==> config.mk <==
export PLATFORM = sky130hd
export DESIGN_NAME = char_lcd_text_number_writer
export DESIGN_NICKNAME = d
export VERILOG_FILES = /design/src/rtl/lcdw_pkg.sv /design/src/rtl/lcdw_divider.sv /design/src/rtl/lcdw_sequencer.sv /design/src/rtl/char_lcd_text_number_writer.sv
export SDC_FILE = /design/constraint.sdc
export NUM_CORES = 1
export LEC_CHECK = 0
export BUFFER_PORTS_ARGS = -buffer_cell sky130_fd_sc_hd__buf_4
export CORE_AREA = 2 2 130 132
export CTS_CLUSTER_SIZE = 10
export DETAILED_ROUTE_END_ITERATION = 6
export DIE_AREA = 0 0 132 134
export PLACE_DENSITY_LB_ADDON = 0.08
export REMOVE_ABC_BUFFERS = 1
export SLEW_MARGIN = 10
export SYNTH_ARGS = -nofsm -noshare
export SYNTH_HDL_FRONTEND = slang
export SYNTH_SLANG_ARGS = --single-unit
==> constraint.sdc <==
create_clock -name i_clk -period 9.05 [get_ports i_clk]
set_input_delay 0.4525 -clock i_clk [delete_from_list [all_inputs] [get_ports i_clk]]
set_output_delay 0.4525 -clock i_clk [all_outputs]
set_load 0.03 [all_outputs]
==> src/rtl/lcdw_pkg.sv <==
`default_nettype none
package lcdw_pkg;

    // request kinds, as carried on the input tuser
    typedef enum logic [1:0] {
        OP_INIT = 2'd0,
        OP_CHAR = 2'd1,
        OP_NUM  = 2'd2,
        OP_NONE = 2'd3
    } t_op;

    // jump conditions of a control word
    typedef enum logic [3:0] {
        C_NEXT   = 4'd0,
        C_NOREQ  = 4'd1,
        C_OPINIT = 4'd2,
        C_OPBAD  = 4'd3,
        C_OPCHAR = 4'd4,
        C_NOTNEG = 4'd5,
        C_BUSY   = 4'd6,
        C_QNZ    = 4'd7,
        C_MORE   = 4'd8
    } t_cond;

    typedef enum logic [1:0] {
        L_NO    = 2'd0,
        L_YES   = 2'd1,
        L_STACK = 2'd2
    } t_last;

    typedef enum logic [1:0] {
        B_CONST  = 2'd0,
        B_CURSOR = 2'd1,
        B_CHAR   = 2'd2,
        B_DIGIT  = 2'd3
    } t_bsel;

    typedef enum logic [1:0] {
        D_NONE = 2'd0,
        D_REQ  = 2'd1,
        D_QUOT = 2'd2
    } t_div;

    typedef struct packed {
        t_cond      cond;
        logic [3:0] target;
        logic       emit;
        logic       is_data;
        t_last      last;
        t_bsel      bsel;
        logic [7:0] konst;
        t_div       div;
        logic       push;
        logic       ret;
    } t_uword;

    // request fields that do not scale with the value width
    typedef struct packed {
        t_op        op;
        logic       neg;
        logic [7:0] cursor;
        logic [7:0] ch;
        logic [5:0] base;
    } t_req;

    typedef struct packed {
        logic       busy;
        logic       qnz;
        logic [5:0] rem;
    } t_div_st;

    localparam logic [3:0] P_IDLE    = 4'd0;
    localparam logic [3:0] P_OPINIT  = 4'd1;
    localparam logic [3:0] P_OPBAD   = 4'd2;
    localparam logic [3:0] P_CURSOR  = 4'd3;
    localparam logic [3:0] P_DIVGO   = 4'd4;
    localparam logic [3:0] P_MINUS   = 4'd5;
    localparam logic [3:0] P_DIVWAIT = 4'd6;
    localparam logic [3:0] P_PUSH    = 4'd7;
    localparam logic [3:0] P_POP     = 4'd8;
    localparam logic [3:0] P_CHAR    = 4'd10;
    localparam logic [3:0] P_INIT0   = 4'd11;
    localparam logic [3:0] P_INIT1   = 4'd12;
    localparam logic [3:0] P_INIT2   = 4'd13;
    localparam logic [3:0] P_INIT3   = 4'd14;

    localparam logic [7:0] LCD_FUNC_SET  = 8'h38;
    localparam logic [7:0] LCD_DISP_ON   = 8'h0C;
    localparam logic [7:0] LCD_ENTRY     = 8'h06;
    localparam logic [7:0] LCD_CLEAR     = 8'h01;
    localparam logic [7:0] LCD_SET_DDRAM = 8'h80;
    localparam logic [7:0] LCD_LINE2     = 8'h40;
    localparam logic [7:0] ASCII_MINUS   = 8'h2D;
    localparam logic [7:0] ASCII_ZERO    = 8'h30;
    localparam logic [7:0] ASCII_A       = 8'h41;
    localparam logic [5:0] BASE_MIN      = 6'd2;
    localparam logic [5:0] BASE_MAX      = 6'd36;
    localparam logic [5:0] DEC_DIGITS    = 6'd10;

    localparam t_uword UW_NOP = '{
        cond: C_NEXT, target: P_IDLE, emit: 1'b0, is_data: 1'b0, last: L_NO,
        bsel: B_CONST, konst: 8'h00, div: D_NONE, push: 1'b0, ret: 1'b1
    };

    function automatic logic [7:0] to_ascii(input logic [5:0] d);
        logic [7:0] d8;
        d8 = {2'b00, d};
        return (d < DEC_DIGITS) ? (ASCII_ZERO + d8) : (ASCII_A + d8 - {2'b00, DEC_DIGITS});
    endfunction

    // control store
    function automatic t_uword ucode(input logic [3:0] pc);
        t_uword w;
        w = UW_NOP;
        w.ret = 1'b0;
        unique case (pc)
            P_IDLE: begin
                w.cond = C_NOREQ; w.target = P_IDLE;
            end
            P_OPINIT: begin
                w.cond = C_OPINIT; w.target = P_INIT0;
            end
            P_OPBAD: begin
                w.cond = C_OPBAD; w.target = P_IDLE;
            end
            P_CURSOR: begin
                w.emit = 1'b1; w.bsel = B_CURSOR;
                w.cond = C_OPCHAR; w.target = P_CHAR;
            end
            P_DIVGO: begin
                w.div = D_REQ; w.cond = C_NOTNEG; w.target = P_DIVWAIT;
            end
            P_MINUS: begin
                w.emit = 1'b1; w.is_data = 1'b1; w.konst = ASCII_MINUS;
            end
            P_DIVWAIT: begin
                w.cond = C_BUSY; w.target = P_DIVWAIT;
            end
            P_PUSH: begin
                w.push = 1'b1; w.div = D_QUOT;
                w.cond = C_QNZ; w.target = P_DIVWAIT;
            end
            P_POP: begin
                w.emit = 1'b1; w.is_data = 1'b1; w.bsel = B_DIGIT; w.last = L_STACK;
                w.cond = C_MORE; w.target = P_POP; w.ret = 1'b1;
            end
            P_CHAR: begin
                w.emit = 1'b1; w.is_data = 1'b1; w.bsel = B_CHAR; w.last = L_YES;
                w.ret = 1'b1;
            end
            P_INIT0: begin
                w.emit = 1'b1; w.konst = LCD_FUNC_SET;
            end
            P_INIT1: begin
                w.emit = 1'b1; w.konst = LCD_DISP_ON;
            end
            P_INIT2: begin
                w.emit = 1'b1; w.konst = LCD_ENTRY;
            end
            P_INIT3: begin
                w.emit = 1'b1; w.konst = LCD_CLEAR; w.last = L_YES; w.ret = 1'b1;
            end
            default: begin
                w = UW_NOP;
            end
        endcase
        return w;
    endfunction

endpackage
`default_nettype wire

==> src/rtl/lcdw_divider.sv <==
`default_nettype none
// restoring divider, one quotient bit per cycle
module lcdw_divider #(
    parameter int VALUE_WIDTH = 16
) (
    input  wire                         i_clk,
    input  wire                         i_rst_n,
    input  wire                         i_start,
    input  wire        [VALUE_WIDTH-1:0] i_dividend,
    input  wire        [5:0]            i_divisor,
    output logic       [VALUE_WIDTH-1:0] o_quot,
    output lcdw_pkg::t_div_st           o_st
);
    import lcdw_pkg::*;

    localparam int CW = $clog2(VALUE_WIDTH + 1);

    logic                   r_busy;
    logic [CW-1:0]          r_cnt;
    logic [VALUE_WIDTH-1:0] r_q;
    logic [5:0]             r_rem;
    logic [6:0]             sh;
    logic [6:0]             diff;
    logic                   ge;

    assign sh   = {r_rem, r_q[VALUE_WIDTH-1]};
    assign ge   = sh >= {1'b0, i_divisor};
    assign diff = sh - {1'b0, i_divisor};

    always_ff @(posedge i_clk) begin
        if (!i_rst_n) begin
            r_busy <= 1'b0;
            r_cnt  <= '0;
        end else if (i_start) begin
            r_busy <= 1'b1;
            r_cnt  <= CW'(VALUE_WIDTH);
        end else if (r_busy) begin
            r_cnt <= r_cnt - CW'(1);
            if (r_cnt == CW'(1)) begin
                r_busy <= 1'b0;
            end
        end
    end

    always_ff @(posedge i_clk) begin
        if (i_start) begin
            r_q   <= i_dividend;
            r_rem <= '0;
        end else if (r_busy) begin
            r_q   <= {r_q[VALUE_WIDTH-2:0], ge};
            r_rem <= ge ? diff[5:0] : sh[5:0];
        end
    end

    assign o_quot    = r_q;
    assign o_st.busy = r_busy;
    assign o_st.qnz  = |r_q;
    assign o_st.rem  = r_rem;

endmodule
`default_nettype wire

==> src/rtl/lcdw_sequencer.sv <==
`default_nettype none
// microprogram counter, control store decode, digit stack and output register
module lcdw_sequencer #(
    parameter int VALUE_WIDTH = 16
) (
    input  wire                  i_clk,
    input  wire                  i_rst_n,
    input  wire                  i_req_valid,
    input  lcdw_pkg::t_req       i_req,
    input  lcdw_pkg::t_div_st    i_dst,
    input  wire                  i_m_tready,
    output logic                 o_ready,
    output lcdw_pkg::t_div       o_div,
    output logic                 o_m_tvalid,
    output logic [7:0]           o_m_tdata,
    output logic                 o_m_tuser,
    output logic                 o_m_tlast
);
    import lcdw_pkg::*;

    localparam int IW = $clog2(VALUE_WIDTH);
    localparam int CW = $clog2(VALUE_WIDTH + 1);

    logic [3:0]    r_pc;
    logic [3:0]    n_pc;
    logic [CW-1:0] r_cnt;
    logic [5:0]    r_stack [VALUE_WIDTH];
    logic          r_ov;
    logic [7:0]    r_byte;
    logic          r_isd;
    logic          r_last;

    t_uword        w;
    logic          stall;
    logic          jump;
    logic          fire;
    logic          pop;
    logic [CW-1:0] cnt_m1;
    logic [7:0]    byte_sel;
    logic          last_sel;

    assign w      = ucode(r_pc);
    assign stall  = w.emit && r_ov && !i_m_tready;
    assign fire   = w.emit && !stall;
    assign pop    = fire && (w.bsel == B_DIGIT);
    assign cnt_m1 = r_cnt - CW'(1);

    // next step
    always_comb begin
        case (w.cond)
            C_NOREQ:  jump = !i_req_valid;
            C_OPINIT: jump = i_req.op == OP_INIT;
            C_OPBAD:  jump = i_req.op == OP_NONE;
            C_OPCHAR: jump = i_req.op == OP_CHAR;
            C_NOTNEG: jump = !i_req.neg;
            C_BUSY:   jump = i_dst.busy;
            C_QNZ:    jump = i_dst.qnz;
            C_MORE:   jump = r_cnt > CW'(1);
            default:  jump = 1'b0;
        endcase
        if (stall) begin
            n_pc = r_pc;
        end else if (jump) begin
            n_pc = w.target;
        end else if (w.ret) begin
            n_pc = P_IDLE;
        end else begin
            n_pc = r_pc + 4'd1;
        end
    end

    // datapath controls
    always_comb begin
        case (w.bsel)
            B_CURSOR: byte_sel = i_req.cursor;
            B_CHAR:   byte_sel = i_req.ch;
            B_DIGIT:  byte_sel = to_ascii(r_stack[cnt_m1[IW-1:0]]);
            default:  byte_sel = w.konst;
        endcase
        case (w.last)
            L_YES:   last_sel = 1'b1;
            L_STACK: last_sel = r_cnt == CW'(1);
            default: last_sel = 1'b0;
        endcase
        o_div   = stall ? D_NONE : w.div;
        o_ready = (r_pc == P_IDLE) && i_rst_n;
    end

    always_ff @(posedge i_clk) begin
        if (!i_rst_n) begin
            r_pc  <= P_IDLE;
            r_cnt <= '0;
            r_ov  <= 1'b0;
        end else begin
            r_pc <= n_pc;
            if (w.push) begin
                r_cnt <= r_cnt + CW'(1);
            end else if (pop) begin
                r_cnt <= cnt_m1;
            end
            if (fire) begin
                r_ov <= 1'b1;
            end else if (i_m_tready) begin
                r_ov <= 1'b0;
            end
        end
    end

    always_ff @(posedge i_clk) begin
        if (w.push) begin
            r_stack[r_cnt[IW-1:0]] <= i_dst.rem;
        end
        if (fire) begin
            r_byte <= byte_sel;
            r_isd  <= w.is_data;
            r_last <= last_sel;
        end
    end

    assign o_m_tvalid = r_ov;
    assign o_m_tdata  = r_byte;
    assign o_m_tuser  = r_isd;
    assign o_m_tlast  = r_last;

    a_idle_stack_empty: assert property (@(posedge i_clk) disable iff (!i_rst_n)
        (r_pc == P_IDLE) |-> (r_cnt == '0))
        else $error("digit stack not empty at idle");

    a_pop_nonempty: assert property (@(posedge i_clk) disable iff (!i_rst_n)
        pop |-> (r_cnt != '0))
        else $error("digit pop from empty stack");

    a_stack_bound: assert property (@(posedge i_clk) disable iff (!i_rst_n)
        w.push |-> (r_cnt < CW'(VALUE_WIDTH)))
        else $error("digit stack overflow");

    a_div_done_on_push: assert property (@(posedge i_clk) disable iff (!i_rst_n)
        w.push |-> !i_dst.busy)
        else $error("digit pushed while divider busy");

endmodule
`default_nettype wire

==> src/rtl/char_lcd_text_number_writer.sv <==
// Character LCD write sequencer: one request in, a run of bus writes out.
// Number digits come from repeated division on the bit-serial divider.
// One request at a time; output backpressure stalls the sequencer.
// Synchronous active-low reset returns the sequencer to idle.
`default_nettype none
module char_lcd_text_number_writer #(
    parameter int VALUE_WIDTH = 16
) (
    input  wire                          i_clk,
    input  wire                          i_rst_n,
    input  wire                          i_s_axis_tvalid,
    output logic                         o_s_axis_tready,
    // row[1:0], col[5:0], value[VALUE_WIDTH-1:0], base[5:0], char_code[7:0], zero pad
    input  wire  [((22+VALUE_WIDTH+7)/8)*8-1:0] i_s_axis_tdata,
    // op[1:0]
    input  wire  [1:0]                   i_s_axis_tuser,
    output logic                         o_m_axis_tvalid,
    input  wire                          i_m_axis_tready,
    // bus_byte[7:0]
    output logic [7:0]                   o_m_axis_tdata,
    // is_data
    output logic                         o_m_axis_tuser,
    output logic                         o_m_axis_tlast
);
    import lcdw_pkg::*;

    localparam int V_LO = 8;
    localparam int B_LO = V_LO + VALUE_WIDTH;
    localparam int C_LO = B_LO + 6;

    logic                   accept;
    t_req                   r_req;
    logic [VALUE_WIDTH-1:0] r_mag;
    logic [1:0]             in_row;
    logic [5:0]             in_col;
    logic [VALUE_WIDTH-1:0] in_val;
    logic [5:0]             in_base;
    logic [7:0]             in_char;
    logic [7:0]             addr;
    logic [5:0]             base_c;

    t_div                   div_cmd;
    t_div_st                div_st;
    logic [VALUE_WIDTH-1:0] quot;
    logic [VALUE_WIDTH-1:0] dividend;

    assign accept  = i_s_axis_tvalid && o_s_axis_tready;
    assign in_row  = i_s_axis_tdata[1:0];
    assign in_col  = i_s_axis_tdata[7:2];
    assign in_val  = i_s_axis_tdata[B_LO-1:V_LO];
    assign in_base = i_s_axis_tdata[C_LO-1:B_LO];
    assign in_char = i_s_axis_tdata[C_LO+7:C_LO];

    // DDRAM address: column is one-based, second line starts at 0x40
    assign addr   = ({2'b00, in_col} - 8'd1) + ((in_row != 2'd1) ? LCD_LINE2 : 8'h00);
    assign base_c = (in_base < BASE_MIN) ? BASE_MIN :
                    (in_base > BASE_MAX) ? BASE_MAX : in_base;

    // capture the request; magnitude is unsigned so the most negative value prints
    always_ff @(posedge i_clk) begin
        if (accept) begin
            r_req.op     <= t_op'(i_s_axis_tuser);
            r_req.neg    <= in_val[VALUE_WIDTH-1];
            r_req.cursor <= LCD_SET_DDRAM | addr;
            r_req.ch     <= in_char;
            r_req.base   <= base_c;
            r_mag        <= in_val[VALUE_WIDTH-1] ? (~in_val + VALUE_WIDTH'(1)) : in_val;
        end
    end

    // first divide takes the magnitude, later ones the previous quotient
    assign dividend = (div_cmd == D_REQ) ? r_mag : quot;

    lcdw_divider #(
        .VALUE_WIDTH (VALUE_WIDTH)
    ) u_div (
        .i_clk      (i_clk),
        .i_rst_n    (i_rst_n),
        .i_start    (div_cmd != D_NONE),
        .i_dividend (dividend),
        .i_divisor  (r_req.base),
        .o_quot     (quot),
        .o_st       (div_st)
    );

    lcdw_sequencer #(
        .VALUE_WIDTH (VALUE_WIDTH)
    ) u_seq (
        .i_clk       (i_clk),
        .i_rst_n     (i_rst_n),
        .i_req_valid (i_s_axis_tvalid),
        .i_req       (r_req),
        .i_dst       (div_st),
        .i_m_tready  (i_m_axis_tready),
        .o_ready     (o_s_axis_tready),
        .o_div       (div_cmd),
        .o_m_tvalid  (o_m_axis_tvalid),
        .o_m_tdata   (o_m_axis_tdata),
        .o_m_tuser   (o_m_axis_tuser),
        .o_m_tlast   (o_m_axis_tlast)
    );

endmodule
`default_nettype wire

* Word-level counts from Yosys, hierarchy flattened
Memory sizes are Yosys's and may differ from the RTL's. Index checks and enable logic that the tools add are counted.
Word-level totals: memory bits (read-only) 0, input bits 46, memories kept 1, latch bits 0, word-level logic and storage cells 128, output and inout bits 12, bits in writable memories 96, flip-flop bits (word level) 88
Memories:
- u_seq.r_stack | words 16, bits a word 6, rd ports 1, clocked after memory_dff 0, wr ports 1, RTL line lcdw_sequencer.sv:27 | logic [5:0] r_stack [VALUE_WIDTH];
Cells by class: order comparisons 5, div/mod/pow operators 0, shift-type cells 0, equal/unequal tests 33, multipliers 0, mux-type cells 33, reduce and logical (&&, ||, !) cells 24, add/sub/neg operators 11, bitwise gates (word level) 2
Operators with widths (count):
- $pmux W8 S8 | 1
- $mux W16 | 3
- $eq A4 B3 Y1 const B | 8
- $pmux W6 S5 | 1
- $eq A4 B4 Y1 const B | 7
- $pmux W8 S3 | 1
- $mux W5 | 4
- $add A16 B1 Y16 const B | 1
- $eq A4 B2 Y1 const B | 4
- $not A16 Y16 | 1
- $reduce_or A16 Y1 | 1
- $mux W15 | 1
- $mux W6 | 2
- $reduce_or A11 Y1 | 1
- $eq A5 B1 Y1 const B | 2
- $mux W1 | 10
- $sub A5 B1 Y5 const B | 2
- $add A7 B6 Y8 const A | 1
- $eq A2 B1 Y1 const B | 4
- $eq A2 B2 Y1 const B | 4
- $eq A4 B1 Y1 const B | 2
- $mux W4 | 2
- $mux W8 | 1
- $pmux W1 S8 | 1
- other kinds (29) | 43

* Depth between registers and ports, before layout
Gate-level depths: netlist (run 1).
depth in word-level cells 10, gate-level depth with buffers 15, mapped depth without buffers 11

* By module
From an unflattened synthesis (run 1), not the netlist that was laid out.
Unflattened totals: cells, all modules 719, area, all modules 9120.0 sq um
By module, submodules not included:
- lcdw_sequencer | cells each 443, area an instance 5627.9 sq um, seq. area each 3383.2 sq um, instances 1
- char_lcd_text_number_writer | cells each 133, area an instance 1898.1 sq um, seq. area each 1201.2 sq um, instances 1
- lcdw_divider | cells each 143, area an instance 1594.0 sq um, seq. area each 720.7 sq um, instances 1

* Least setup slack after synthesis (run 1)
No wires, ideal clock.
path type reg2reg, start point reg u_seq.r_cnt[0], end point reg u_seq.r_byte[1], in the netlist u_seq.o_m_tdata[1] (data pin), data arrival time 3334 ps, buffers on the path 5, data required time 8784 ps, library setup time 266 ps, slack 5450 ps, clock period less this slack 3600 ps, cell stages (with the launch flop) 16, cells stage by stage dfxtp_1 > buf_4 > buf_4 > inv_1 > ha_1 > buf_2 > buf_2 > buf_2 > mux4_2 > nand2_1 > a21oi_1 > a41oi_1 > ha_1 > o221ai_1 > mux2_2 > o21ai_1
Between the ends: longest elaborated chain between the ends 6, elaborated cells on any way between the ends 8, those cells by class add/sub (4); order compare (1); mux (2); memory (1)
RTL lines:
- start, declared | RTL line lcdw_sequencer.sv:26 | logic [CW-1:0] r_cnt;
- start signal, assigned | RTL line lcdw_sequencer.sv:97 | r_cnt <= r_cnt + CW'(1);
- start signal, assigned | RTL line lcdw_sequencer.sv:99 | r_cnt <= cnt_m1;
- $sub A5 B1 Y5 * | RTL line lcdw_sequencer.sv:46 | assign cnt_m1 = r_cnt - CW'(1);
- $mem_v2 Z16 W6 *
- $add A7 B6 Y8 | RTL line lcdw_pkg.sv:108 | return (d < DEC_DIGITS) ? (ASCII_ZERO + d8) : (ASCII_A + d8 - {2'b00, DEC_DIGITS});
- $sub A8 B4 Y8 | RTL line lcdw_pkg.sv:108
- $mux W8 * | RTL line lcdw_pkg.sv:108
- $pmux W8 S3 * | RTL line lcdw_sequencer.sv:74 | case (w.bsel)
- via u_seq.byte_sel[1] | RTL line lcdw_sequencer.sv:39 | logic [7:0] byte_sel;
- end signal, assigned | RTL line lcdw_sequencer.sv:114 | r_byte <= byte_sel;
- end, declared | RTL line lcdw_sequencer.sv:29 | logic [7:0] r_byte;
The timed path passes the listed nets; every way through them passes the cells marked *. A chain may end at the register's enable or synchronous reset.

* Worst setup path in the final report (run 1)
Ends and elaborated chain as after synthesis.

==> results of run 1 <==
[per-stage QoR]
stage	util [%]	hold slack (ns)	cell area, um^2	std cells
after floorplan	-	0.469	8700	693
after global placement	57.8	0.479	9420	972
after detailed placement	57.8	0.491	9420	972
after CTS	61.4	0.184	10000	1004
after global routing	61.4	0.178	10000	1004
final	61.4	0.194	10000	1004
[cell type report]
class                      count  share of cell area, %
multi-input combinational    480                   32.8
clock inverter                12                   1.49
sequential                   184                   53.0
timing repair buffer          59                   4.43
inverter                      29                   1.09
clock buffer                  20                   4.37
tap                          220                   2.75
[placed cells by master, fill, tap and decap left out, drive strengths merged, types with 4 or more instances in the layout]
cell	Yosys	routed
clkinv	0	4
a211oi	10	10
nor4	7	7
a22oi	4	4
buf	11	59
xor2	8	8
mux2i	26	26
nand2b	13	13
edfxtp	162	162
nor2b	9	9
or3	5	5
nand4	6	6
xnor2	22	22
nand2	104	104
dfxtp	22	22
o21a	6	6
inv	29	32
a31oi	8	8
and2	9	9
clkbuf	26	20
nor3	14	14
and3	8	8
nand3	17	17
o21ai	30	30
o31ai	4	4
ha	25	25
nor2	46	46
a21oi	30	30
a21boi	4	4
mux4	14	14
mux2	6	6
[state kept, by name, indices dropped and copies added (netlist names), 5 cells and up]
signal           count
u_seq.r_stack       96
r_req               24
r_mag               16
u_div.o_quot        16
u_seq.o_m_tdata      8
u_div.r_rem          6
u_div.r_cnt          5
u_seq.r_cnt          5
[kinds of logic (layout without fill, tap and decap cells)]
kind of cell             after synthesis  after routing
AO/OA/AOI/OAI                        129            129
XOR/XNOR                              30             30
adder cells (fa/ha/maj)               27             27
buffers and inverters                 66            120
flip-flops                           184            184
multiplexers                          46             46
AND/OR/NAND/NOR                      248            248
[routing by layer]
| metal | track usage, % | up-vias |
|---|---|---|
| li1 | - | 2780 |
| met1 | 28.4 | 2791 |
| met2 | 32.6 | 162 |
| met3 | 4.65 | 24 |
| met4 | 6.94 | 0 |
| met5 | 0 | - |
[worst max path at each step]
stage,endpoint,slack (ns),from
3_3_place_gp,u_seq.o_m_tdata[1],4.55,u_seq.r_cnt[0]
3_5_place_dp,u_seq.o_m_tdata[1],4.42,u_seq.r_cnt[0]
2_1_floorplan,u_seq.o_m_tdata[1],4.68,u_seq.r_cnt[0]
5_1_grt,u_seq.o_m_tdata[1],4.10,u_seq.r_cnt[0]
4_1_cts,u_seq.o_m_tdata[1],4.39,u_seq.r_cnt[0]
6_report,u_seq.o_m_tdata[1],4.45,u_seq.r_cnt[0]
[power groups by stage]
stage	Combinational (mW)	Clock, mW	Sequential, mW
6_report	0.530	0.738	1.19
5_1_grt	0.591	0.775	1.21
4_1_cts	0.529	0.744	1.19
3_5_place_dp	0.526	0	1.21
3_3_place_gp	0.513	0	1.20
2_1_floorplan	0.368	0	1.18
[critical path: cells and delay by family, from the launching register on]
family | cells | cell delay (ns)
buffers and inverters | 3 | 1.11
AOI/OAI and AO/OA | 4 | 0.90
DFF | 1 | 0.31
muxes | 2 | 0.63
and+or+nand+nor | 1 | 0.10
adders and majority gates | 2 | 1.26
==> reports/results.tsv, run 1 <==
stage	metric	value	unit
clock_tree	Worst-path clk slew	0.07	ns
drt	final WL	17.5	mm
setup_path	r2r worst-path depth	12	
timing	Setup Viol. Count Final	0	
yosys	top cell type's share of synthesized area	54.9	%
clock_tree	hold-fix buffer count after cts	0	
place	DP Wirelength	12.0	mm
clock_tree	CTS tree	done	
place	GPL Wtd Cong	0.861	
outcome	status	finished clean	
job	max_cap viols	0	
global_routing	total congestion overflow	0	
floorplan	die area	17700	um^2
drt	ANT nets after route	0	
setup_path	R2R Path End	u_seq.o_m_tdata[1]	
setup_path	CP max FO	34	
cells_and_area	area of the multi-input gates	3290	um^2
global_routing	vias in the first global route	5496	
drt	DR iter-0 viols	426	
yosys	Simple-Gate Fraction of Synth Area	13.1	%
clock_tree	cts repair resizes	0	
global_routing	initial antenna violation count	0	
cells_and_area	share of layout cells above drive strength 1	14.4	%
drt	DR WL met2	8.32	mm
timing	final hold violation count	0	
yosys	Yosys cell types	67	
drt	routed via count	5757	
drt	DR vias/cell	5.73	
yosys	synthesized instance count	730	
timing	Slew Limit Fails	0	
power	Max VDD drop	0.143	mV
drt	wire length on met3	985	um
timing	Slew @ Worst Pin	0.991	ns
timing	Final Skew	0.00970	ns
floorplan	Die X-Extent	132	um
yosys	mapped cell area	8870	um^2
cells_and_area	Final nets	843	
yosys	most frequent cells after synthesis	edfxtp_1 (162), nand2_1 (104), nor2_1 (46)	
power	power density cells	246	nW/um^2
yosys	proportion of synthesized area in mux cells	7.29	%
power	sequential share of power	48.5	%
power	Internal Pwr Total	1.73	mW
drt	highest routed layer	met4	
drt	drt first pass iters	5	
power	combinational share of power	21.5	%
timing	Tcrit/Tclk final	50.8	%
setup_path	CP endpoint kind	register	
power	Tot Pwr	2.46	mW
timing	setup TNS	0	ns
floorplan	chip height	134	um
yosys	Yosys reg bits	184	
yosys	largest family of logic cells by synthesized area	simple AND/OR/NAND/NOR gates	
hold_path	hold path endpoint	r_req[24]	
yosys	fraction of registers with async set/reset	0	%
place	Post-Place Setup Slack	4.42	ns
global_routing	largest net degree at the start of global routing	41	
hold_path	WHS Path Cells	1	
hold_path	type of the worst min-delay path	in2reg	
floorplan	row cnt	47	
setup_path	Crit Path Class	reg2reg	
setup_path	Max stage delay cell, worst path	ha_1	
place	PortBufs	55	
timing	RSZ-0062 raised after global routing	no	
floorplan	initial core utilization	54.4	%
yosys	number of synthesized flops with an enable pin	162	
global_routing	first-pass GRT wire length	28.4	mm
yosys	Yosys warnings	0	
clock_tree	CTS buffer count	17	
setup_path	r2r startpoint	u_seq.r_cnt[0]	
cells_and_area	Antenna diodes	0	
setup_path	CP max stage delay	0.83	ns
setup_path	crit path cell chain	buf_4, inv_1, ha_1, buf_4, mux4_2, nand2_1, a21oi_1, a41oi_1, ha_1, o221ai_1, mux2_2, o21ai_1	
timing	minimum clock period	4.60	ns
yosys	Compound-Gate Fraction of Synth Area	9.65	%
clock_tree	# Post-CTS Setup Buffers	0	
floorplan	Core Area	16300	um^2
floorplan	io pins	58	
clock_tree	H-tree levels	4	
clock_tree	Clock Tree Buf Depth	2	
yosys	most common cell in the synthesized netlist	edfxtp_1	
timing	Setup WS post-layout	4.45	ns
clock_tree	clock root cell	clkbuf_16	
drt	Met1 Wirelength	7.91	mm
yosys	post-synthesis adder-cell area fraction	3.87	%
yosys	synthesized area per cell	12.1	um^2
yosys	Most used DFF post-synth	edfxtp_1	
yosys	Area contributors post-synth	edfxtp_1 (55%), dfxtp_1 (5.0%), nand2_1 (4.4%)	
setup_path	Worst EP arrival	4.76	ns
cells_and_area	register area	5310	um^2
yosys	post-synthesis sequential area ratio	59.8	%
drt	WL/cell	17.4	um
drt	drc violations	0	
clock_tree	clock sinks	184	
timing	fmax	0.217	GHz
yosys	Post-Synth XOR/XNOR Area	3.13	%
power	LEAKAGE	3.56	nW
setup_path	CP startpoint kind	register	
hold_path	min-delay src	i_s_axis_tuser[1]	
setup_path	worst path required time	9.21	ns
yosys	largest area contributor in the netlist	edfxtp_1	
cells_and_area	P&R area growth vs syn	12.8	%
cells_and_area	Filler cells	1296	
global_routing	GRT Util Overall	20.6	%
clock_tree	Clk Latency, worst-skew pair	0.43	ns
timing	Worst slew margin	33.4	%
power	Switch Pwr	731	uW
setup_path	register-to-register setup slack	4.45	ns
power	Net Sw Frac	29.7	%
power	Clk network pwr share	30.0	%
Note: power is estimated with default switching activity, not from simulation.
==> inputs of run 2 (changes only) <==
==> constraint.sdc (replaced) <==
create_clock -name i_clk -period 3.85 [get_ports i_clk]
set_input_delay 0.1925 -clock i_clk [delete_from_list [all_inputs] [get_ports i_clk]]
set_output_delay 0.1925 -clock i_clk [all_outputs]
set_load 0.03 [all_outputs]
==> run 2 against run 1 <==
Flip-flop and latch count unchanged. Critical path depth is the same. Routed wire length rose by 2.6%. Die area unchanged. Final cell count grew 2.6%. Register-to-register slack lost 4.1 ns. Utilization up 1.6 points. Via count increased by 0.90%. Combinational power grew to 2.5 times the previous value. Clock power grew 140%. Largest cell class unchanged. Largest power group unchanged. Highest routed layer unchanged.
==> reports/results.tsv, run 2 (synthesized netlist as in run 1, its figures left out) <==
stage	metric	value	unit	change
floorplan	chip height	134	um	unchanged
cells_and_area	most frequent cells in the layout	edfxtp_1 (162), nand2_1 (104), buf_4 (73), nor2_1 (46), a21oi_1 (30)		was edfxtp_1 (162), nand2_1 (104), buf_4 (59), nor2_1 (46), a21oi_1 (30)
drt	final WL	18.0	mm	was 17.5 mm
job	max_cap viols	0		unchanged
place	Post-Place Setup Slack	0.404	ns	was 4.42 ns
power	Max VDD drop	0.343	mV	was 0.143 mV
drt	DR iter-0 viols	427		was 426
setup_path	register-to-register setup slack	0.39	ns	was 4.45 ns
cells_and_area	Final nets	869		was 843
cells_and_area	register area	5310	um^2	unchanged
clock_tree	CTS buffer count	17		unchanged
cells_and_area	Antenna diodes	0		unchanged
drt	WL/cell	17.4	um	about the same
outcome	status	finished clean		unchanged
place	placed cell area	9520	um^2	was 9420 um^2
clock_tree	Clock Tree Buf Depth	2		unchanged
cells_and_area	area of the multi-input gates	3290	um^2	unchanged
timing	Final Skew	0.00750	ns	was 0.00970 ns
timing	fmax	0.289	GHz	was 0.217 GHz
global_routing	initial antenna violation count	0		unchanged
cells_and_area	share of layout cells above drive strength 1	16.4	%	was 14.4%
clock_tree	Clk Latency, worst-skew pair	0.43	ns	about the same
drt	ANT nets after route	0		unchanged
clock_tree	CTS tree	done		unchanged
setup_path	CP max FO	8		was 34
timing	final hold violation count	0		unchanged
timing	RSZ-0062 raised after global routing	no		unchanged
cells_and_area	P&R area growth vs syn	15.7	%	was 12.8%
setup_path	CP endpoint kind	register		unchanged
setup_path	r2r worst-path depth	12		unchanged
cells_and_area	Filler cells	1272		was 1,296
clock_tree	clock root cell	clkbuf_16		unchanged
cells_and_area	Final Instance Area	10300	um^2	was 10,000 um^2
clock_tree	hold-fix buffer count after cts	12		was 0
drt	routed via count	5809		was 5,757
cells_and_area	max FFs per register	96		unchanged
power	power density cells	573	nW/um^2	was 246 nW/um^2
timing	setup TNS	0	ns	unchanged
hold_path	type of the worst min-delay path	in2reg		unchanged
setup_path	CP startpoint kind	register		unchanged
global_routing	total congestion overflow	0		unchanged
setup_path	r2r startpoint	u_seq.r_cnt[0]		unchanged
global_routing	first-pass GRT wire length	28.7	mm	was 28.4 mm
hold_path	hold path endpoint	r_req[2]		was r_req[24]
setup_path	Crit Path Class	reg2reg		unchanged
timing	Worst slew margin	38.1	%	was 33.4%
setup_path	R2R Path End	u_seq.o_m_tdata[2]		was u_seq.o_m_tdata[1]
clock_tree	clock sinks	184		unchanged
place	DP Wirelength	12.3	mm	was 12.0 mm
timing	Slew @ Worst Pin	0.928	ns	was 0.991 ns
timing	Setup WS post-layout	0.386	ns	was 4.45 ns
drt	drt first pass iters	6		was 5
clock_tree	# Post-CTS Setup Buffers	0		unchanged
global_routing	vias in the first global route	5671		was 5,496
hold_path	min-delay src	i_s_axis_tdata[26]		was i_s_axis_tuser[1]
cells_and_area	Finished Layout Cells	1030		was 1,004
timing	minimum clock period	3.46	ns	was 4.60 ns
floorplan	row cnt	47		unchanged
clock_tree	Worst-path clk slew	0.07	ns	about the same
clock_tree	H-tree levels	4		unchanged
global_routing	largest net degree at the start of global routing	41		unchanged
cells_and_area	most common cell after layout, fill and taps aside	edfxtp_1		unchanged
global_routing	GRT Util Overall	21.0	%	was 20.6%
setup_path	Worst EP arrival	3.62	ns	was 4.76 ns
drt	drc violations	0		unchanged
drt	DR vias/cell	5.64		was 5.73
timing	Slew Limit Fails	0		unchanged
floorplan	io pins	58		unchanged
floorplan	Core Area	16300	um^2	unchanged
floorplan	die area	17700	um^2	unchanged
power	LEAKAGE	3.70	nW	was 3.56 nW
place	Post-Place Cells	986		was 972
place	GPL Wtd Cong	0.893		was 0.861
floorplan	initial core utilization	54.4	%	unchanged
floorplan	Die X-Extent	132	um	unchanged
timing	Setup Viol. Count Final	0		unchanged
setup_path	worst path required time	4.00	ns	was 9.21 ns
place	PortBufs	55		unchanged
power	Tot Pwr	5.88	mW	was 2.46 mW
clock_tree	cts repair resizes	0		unchanged
timing	Tcrit/Tclk final	90.0	%	was 50.8%
hold_path	WHS Path Cells	2		was 1
-- run 2: cell count changes in the layout (fill, tap and decap cells not counted), sizes merged --
| cell | previous run | this run |
|---|---|---|
| clkbuf | 20 | 17 |
| dlygate4sd3 | 0 | 12 |
| clkinvlp | 2 | 1 |
| clkinv | 4 | 5 |
| inv | 32 | 35 |
| buf | 59 | 73 |
-- run 2: critical path, stage by stage (launching register included) --
cell      delay [ns]
dfxtp_1         0.31
inv_1           0.22
ha_1            0.35
xor2_2          0.41
buf_4           0.22
mux2i_1         0.21
a22oi_1         0.09
a41oi_1         0.29
buf_4           0.19
ha_1            0.29
o221ai_1        0.26
a21oi_1         0.22
o32ai_1         0.10
-- run 2: area by class of cell --
class,instances,share of cell area (%)
Clock buffer,17,4.15
Clock inverter,15,1.87
Inverter,29,1.06
Multi-Input combinational cell,480,32.0
Sequential cell,184,51.7
Tap cell,220,2.68
Timing Repair Buffer,85,6.51
-- run 2: power breakdown --
group          leakage (nW)  internal (mW)  total, mW  switching [mW]
clock network         0.301           1.04       1.80           0.762
logic                  1.75          0.541       1.35           0.807
registers              1.66           2.53       2.73           0.210
total                  3.70           4.10       5.88            1.78
-- run 2: how the worst max path moves through the flow --
| stage | start | to | slack (ns) | cells past startpoint |
|---|---|---|---|---|
| finish | u_seq.r_cnt[0] | u_seq.o_m_tdata[2] | 0.39 | 12 |
| floorplan | u_seq.r_cnt[0] | u_seq.o_m_tdata[1] | -0.52 | 10 |
| global route | u_seq.r_cnt[0] | u_seq.o_m_tdata[2] | 0.12 | 12 |
| detailed placement | u_seq.r_cnt[0] | u_seq.o_m_tdata[1] | 0.40 | 12 |
| global placement | u_seq.r_cnt[0] | u_seq.o_m_tdata[1] | 0.46 | 12 |
| CTS | u_seq.r_cnt[0] | u_seq.o_m_tdata[1] | 0.40 | 12 |
-- run 2: per-layer routing --
layer	global-route usage, %	vias to the layer above	wire length, um
met1	27.9	2778	7990
met2	34.4	184	8660
met4	7.49	0	324
li1	-	2822	-
met3	4.69	25	1000
met5	0	-	0
-- run 2: per-stage QoR --
| step | hold slack (ns) | utilization (%) |
|---|---|---|
| floorplan | 0.291 | - |
| global placement | 0.370 | 58.5 |
| detailed placement | 0.372 | 58.5 |
| CTS | 0.0173 | 63.0 |
| global route | 0.0385 | 63.0 |
| finish | 0.0278 | 63.0 |
==> inputs of run 3 (changes only) <==
--- a/config.mk
+++ b/config.mk
@@ -7,10 +7,12 @@
 export LEC_CHECK = 0
 export BUFFER_PORTS_ARGS = -buffer_cell sky130_fd_sc_hd__buf_4
 export CORE_AREA = 2 2 130 132
+export CTS_BUF_LIST = sky130_fd_sc_hd__clkbuf_8 sky130_fd_sc_hd__clkbuf_16
 export CTS_CLUSTER_SIZE = 10
 export DETAILED_ROUTE_END_ITERATION = 6
 export DIE_AREA = 0 0 132 134
 export PLACE_DENSITY_LB_ADDON = 0.08
+export RECOVER_POWER = 25
 export REMOVE_ABC_BUFFERS = 1
 export SLEW_MARGIN = 10
 export SYNTH_ARGS = -nofsm -noshare
==> run 3 against run 2 <==
Die area did not move. Worst setup slack improved by 0.026 ns. Combinational power barely moved. Final cell count did not move. Largest power group unchanged. Power fell by 0.28%. Sequential power barely moved. Flip-flop and latch count did not move.
==> reports/results.tsv, run 3 (synthesized netlist as in run 1, its figures left out) <==
stage	metric	value	unit	change
cells_and_area	most common cell after layout, fill and taps aside	edfxtp_1		unchanged
cells_and_area	most frequent cells in the layout	edfxtp_1 (162), nand2_1 (104), buf_4 (56), nor2_1 (46), a21oi_1 (30)		was edfxtp_1 (162), nand2_1 (104), buf_4 (73), nor2_1 (46), a21oi_1 (30)
power	LEAKAGE	3.68	nW	was 3.70 nW
setup_path	beginning of the critical path	u_seq.r_cnt[0]		unchanged
global_routing	vias in the first global route	5671		unchanged
setup_path	Max stage delay cell, worst path	xor2_2		unchanged
timing	RSZ-0062 raised after global routing	no		unchanged
clock_tree	Clock Tree Buf Depth	2		unchanged
setup_path	CP top delay family	compound AO/OA/AOI/OAI gates		unchanged
global_routing	GRT Util Overall	21.0	%	unchanged
place	Post-Place Cells	986		unchanged
power	power density cells	573	nW/um^2	about the same
drt	drc violations	0		unchanged
timing	minimum clock period	3.44	ns	was 3.46 ns
drt	DR iter-0 viols	459		was 427
timing	Slew Limit Fails	0		unchanged
clock_tree	Clk Latency, worst-skew pair	0.43	ns	about the same
clock_tree	clock root cell	clkbuf_16		unchanged
global_routing	initial antenna violation count	0		unchanged
floorplan	row cnt	47		unchanged
setup_path	Crit Path Class	reg2reg		unchanged
timing	setup TNS	0	ns	unchanged
timing	Setup Viol. Count Final	0		unchanged
outcome	status	finished clean		unchanged
global_routing	largest net degree at the start of global routing	41		unchanged
floorplan	Die X-Extent	132	um	unchanged
timing	Tcrit/Tclk final	89.3	%	was 90.0%
cells_and_area	Filler cells	1277		was 1,272
global_routing	total congestion overflow	0		unchanged
timing	Final Skew	0.00732	ns	was 0.00750 ns
drt	DR vias/cell	5.63		was 5.64
drt	routed via count	5797		was 5,809
job	max_cap viols	0		unchanged
clock_tree	CTS buffer count	17		unchanged
setup_path	crit path cell chain	inv_1, ha_1, xor2_2, buf_4, mux2i_1, a22oi_1, a41oi_1, buf_4, ha_1, o221ai_1, a21oi_1, o32ai_1		unchanged
power	Tot Pwr	5.87	mW	was 5.88 mW
global_routing	first-pass GRT wire length	28.7	mm	unchanged
clock_tree	# Post-CTS Setup Buffers	0		unchanged
timing	Slew @ Worst Pin	0.945	ns	was 0.928 ns
setup_path	CP max FO	8		unchanged
setup_path	r2r startpoint	u_seq.r_cnt[0]		unchanged
hold_path	min-delay src	i_s_axis_tdata[26]		unchanged
clock_tree	CTS tree	done		unchanged
timing	final hold violation count	0		unchanged
setup_path	Worst EP arrival	3.59	ns	was 3.62 ns
cells_and_area	Final nets	869		unchanged
floorplan	die area	17700	um^2	unchanged
clock_tree	Worst-path clk slew	0.07	ns	about the same
floorplan	chip height	134	um	unchanged
clock_tree	hold-fix buffer count after cts	12		unchanged
setup_path	CP endpoint kind	register		unchanged
timing	fmax	0.291	GHz	was 0.289 GHz
cells_and_area	share of layout cells above drive strength 1	15.7	%	was 16.4%
drt	WL/cell	17.4	um	about the same
place	GPL Wtd Cong	0.893		unchanged
floorplan	io pins	58		unchanged
drt	drt first pass iters	7		was 6
timing	hold slack	0.0312	ns	was 0.0278 ns
clock_tree	H-tree levels	4		unchanged
place	PortBufs	55		unchanged
cells_and_area	P&R area growth vs syn	15.4	%	was 15.7%
floorplan	initial core utilization	54.4	%	unchanged
drt	ANT nets after route	0		unchanged
setup_path	CP startpoint kind	register		unchanged
floorplan	Core Area	16300	um^2	unchanged
setup_path	buffers and inverters on the worst path	3		unchanged
setup_path	CP max stage delay	0.41	ns	about the same
clock_tree	cts repair resizes	0		unchanged
setup_path	worst path required time	4.00	ns	about the same
hold_path	type of the worst min-delay path	in2reg		unchanged
power	Max VDD drop	0.339	mV	was 0.343 mV
cells_and_area	Finished Layout Cells	1030		unchanged
clock_tree	clock sinks	184		unchanged
cells_and_area	Antenna diodes	0		unchanged
cells_and_area	max FFs per register	96		unchanged
place	DP Wirelength	12.3	mm	unchanged
drt	final WL	17.9	mm	was 18.0 mm
timing	Worst slew margin	37.0	%	was 38.1%
run 3: cell types whose count changed in the layout (fill, tap and decap cells not counted):
cell      previous run  this run
buf_4               73        56
clkbuf_4             0        11
clkbuf_1             0         6
run 3: power by group:
group | total (mW) | internal (mW) | switching (mW)
sequential | 2.74 | 2.53 | 0.208
combinational | 1.34 | 0.530 | 0.806
clock | 1.79 | 1.04 | 0.756
run 3: area by class of cell:
class	instances	area, um^2	share of cell area, %
multi-input cells	480	3290	32.1
well taps	220	275	2.69
clock buffers	17	425	4.16
repair buffers	85	646	6.31
clock inverters	15	191	1.87
flip-flops and latches	184	5310	51.8
inverters	29	109	1.06
run 3: path summary, 6_finish.rpt:
path                            depth (start not counted)                  to  slack (ns)
worst min-delay path                                    2            r_req[2]        0.03
worst min register to register                          2     u_div.o_quot[6]        0.51
worst max register to register                         12  u_seq.o_m_tdata[2]        0.41
worst max-delay path                                   12  u_seq.o_m_tdata[2]        0.41
run 3: layer usage:
| metal | global-route usage (%) | routed length (um) |
|---|---|---|
| met2 | 34.4 | 8640 |
| met5 | 0 | 0 |
| met4 | 7.49 | 292 |
| met3 | 4.69 | 1000 |
| met1 | 27.9 | 7960 |
run 3: metrics by stage:
stage	utilization [%]	worst slack (ns)	cell area, um^2
floorplan	-	-0.518	8700
global placement	58.5	0.459	9520
detailed placement	58.5	0.404	9520
CTS	63.0	0.403	10300
global route	62.8	0.116	10200
finish	62.8	0.412	10200
run 3: worst reg2reg max path: stages, from the launching register on:
cell and delay, ns:
dfxtp_1 0.31, inv_1 0.22, ha_1 0.35, xor2_2 0.41, buf_4 0.23, mux2i_1 0.21
a22oi_1 0.09, a41oi_1 0.28, buf_4 0.18, ha_1 0.29, o221ai_1 0.26, a21oi_1 0.22
o32ai_1 0.10
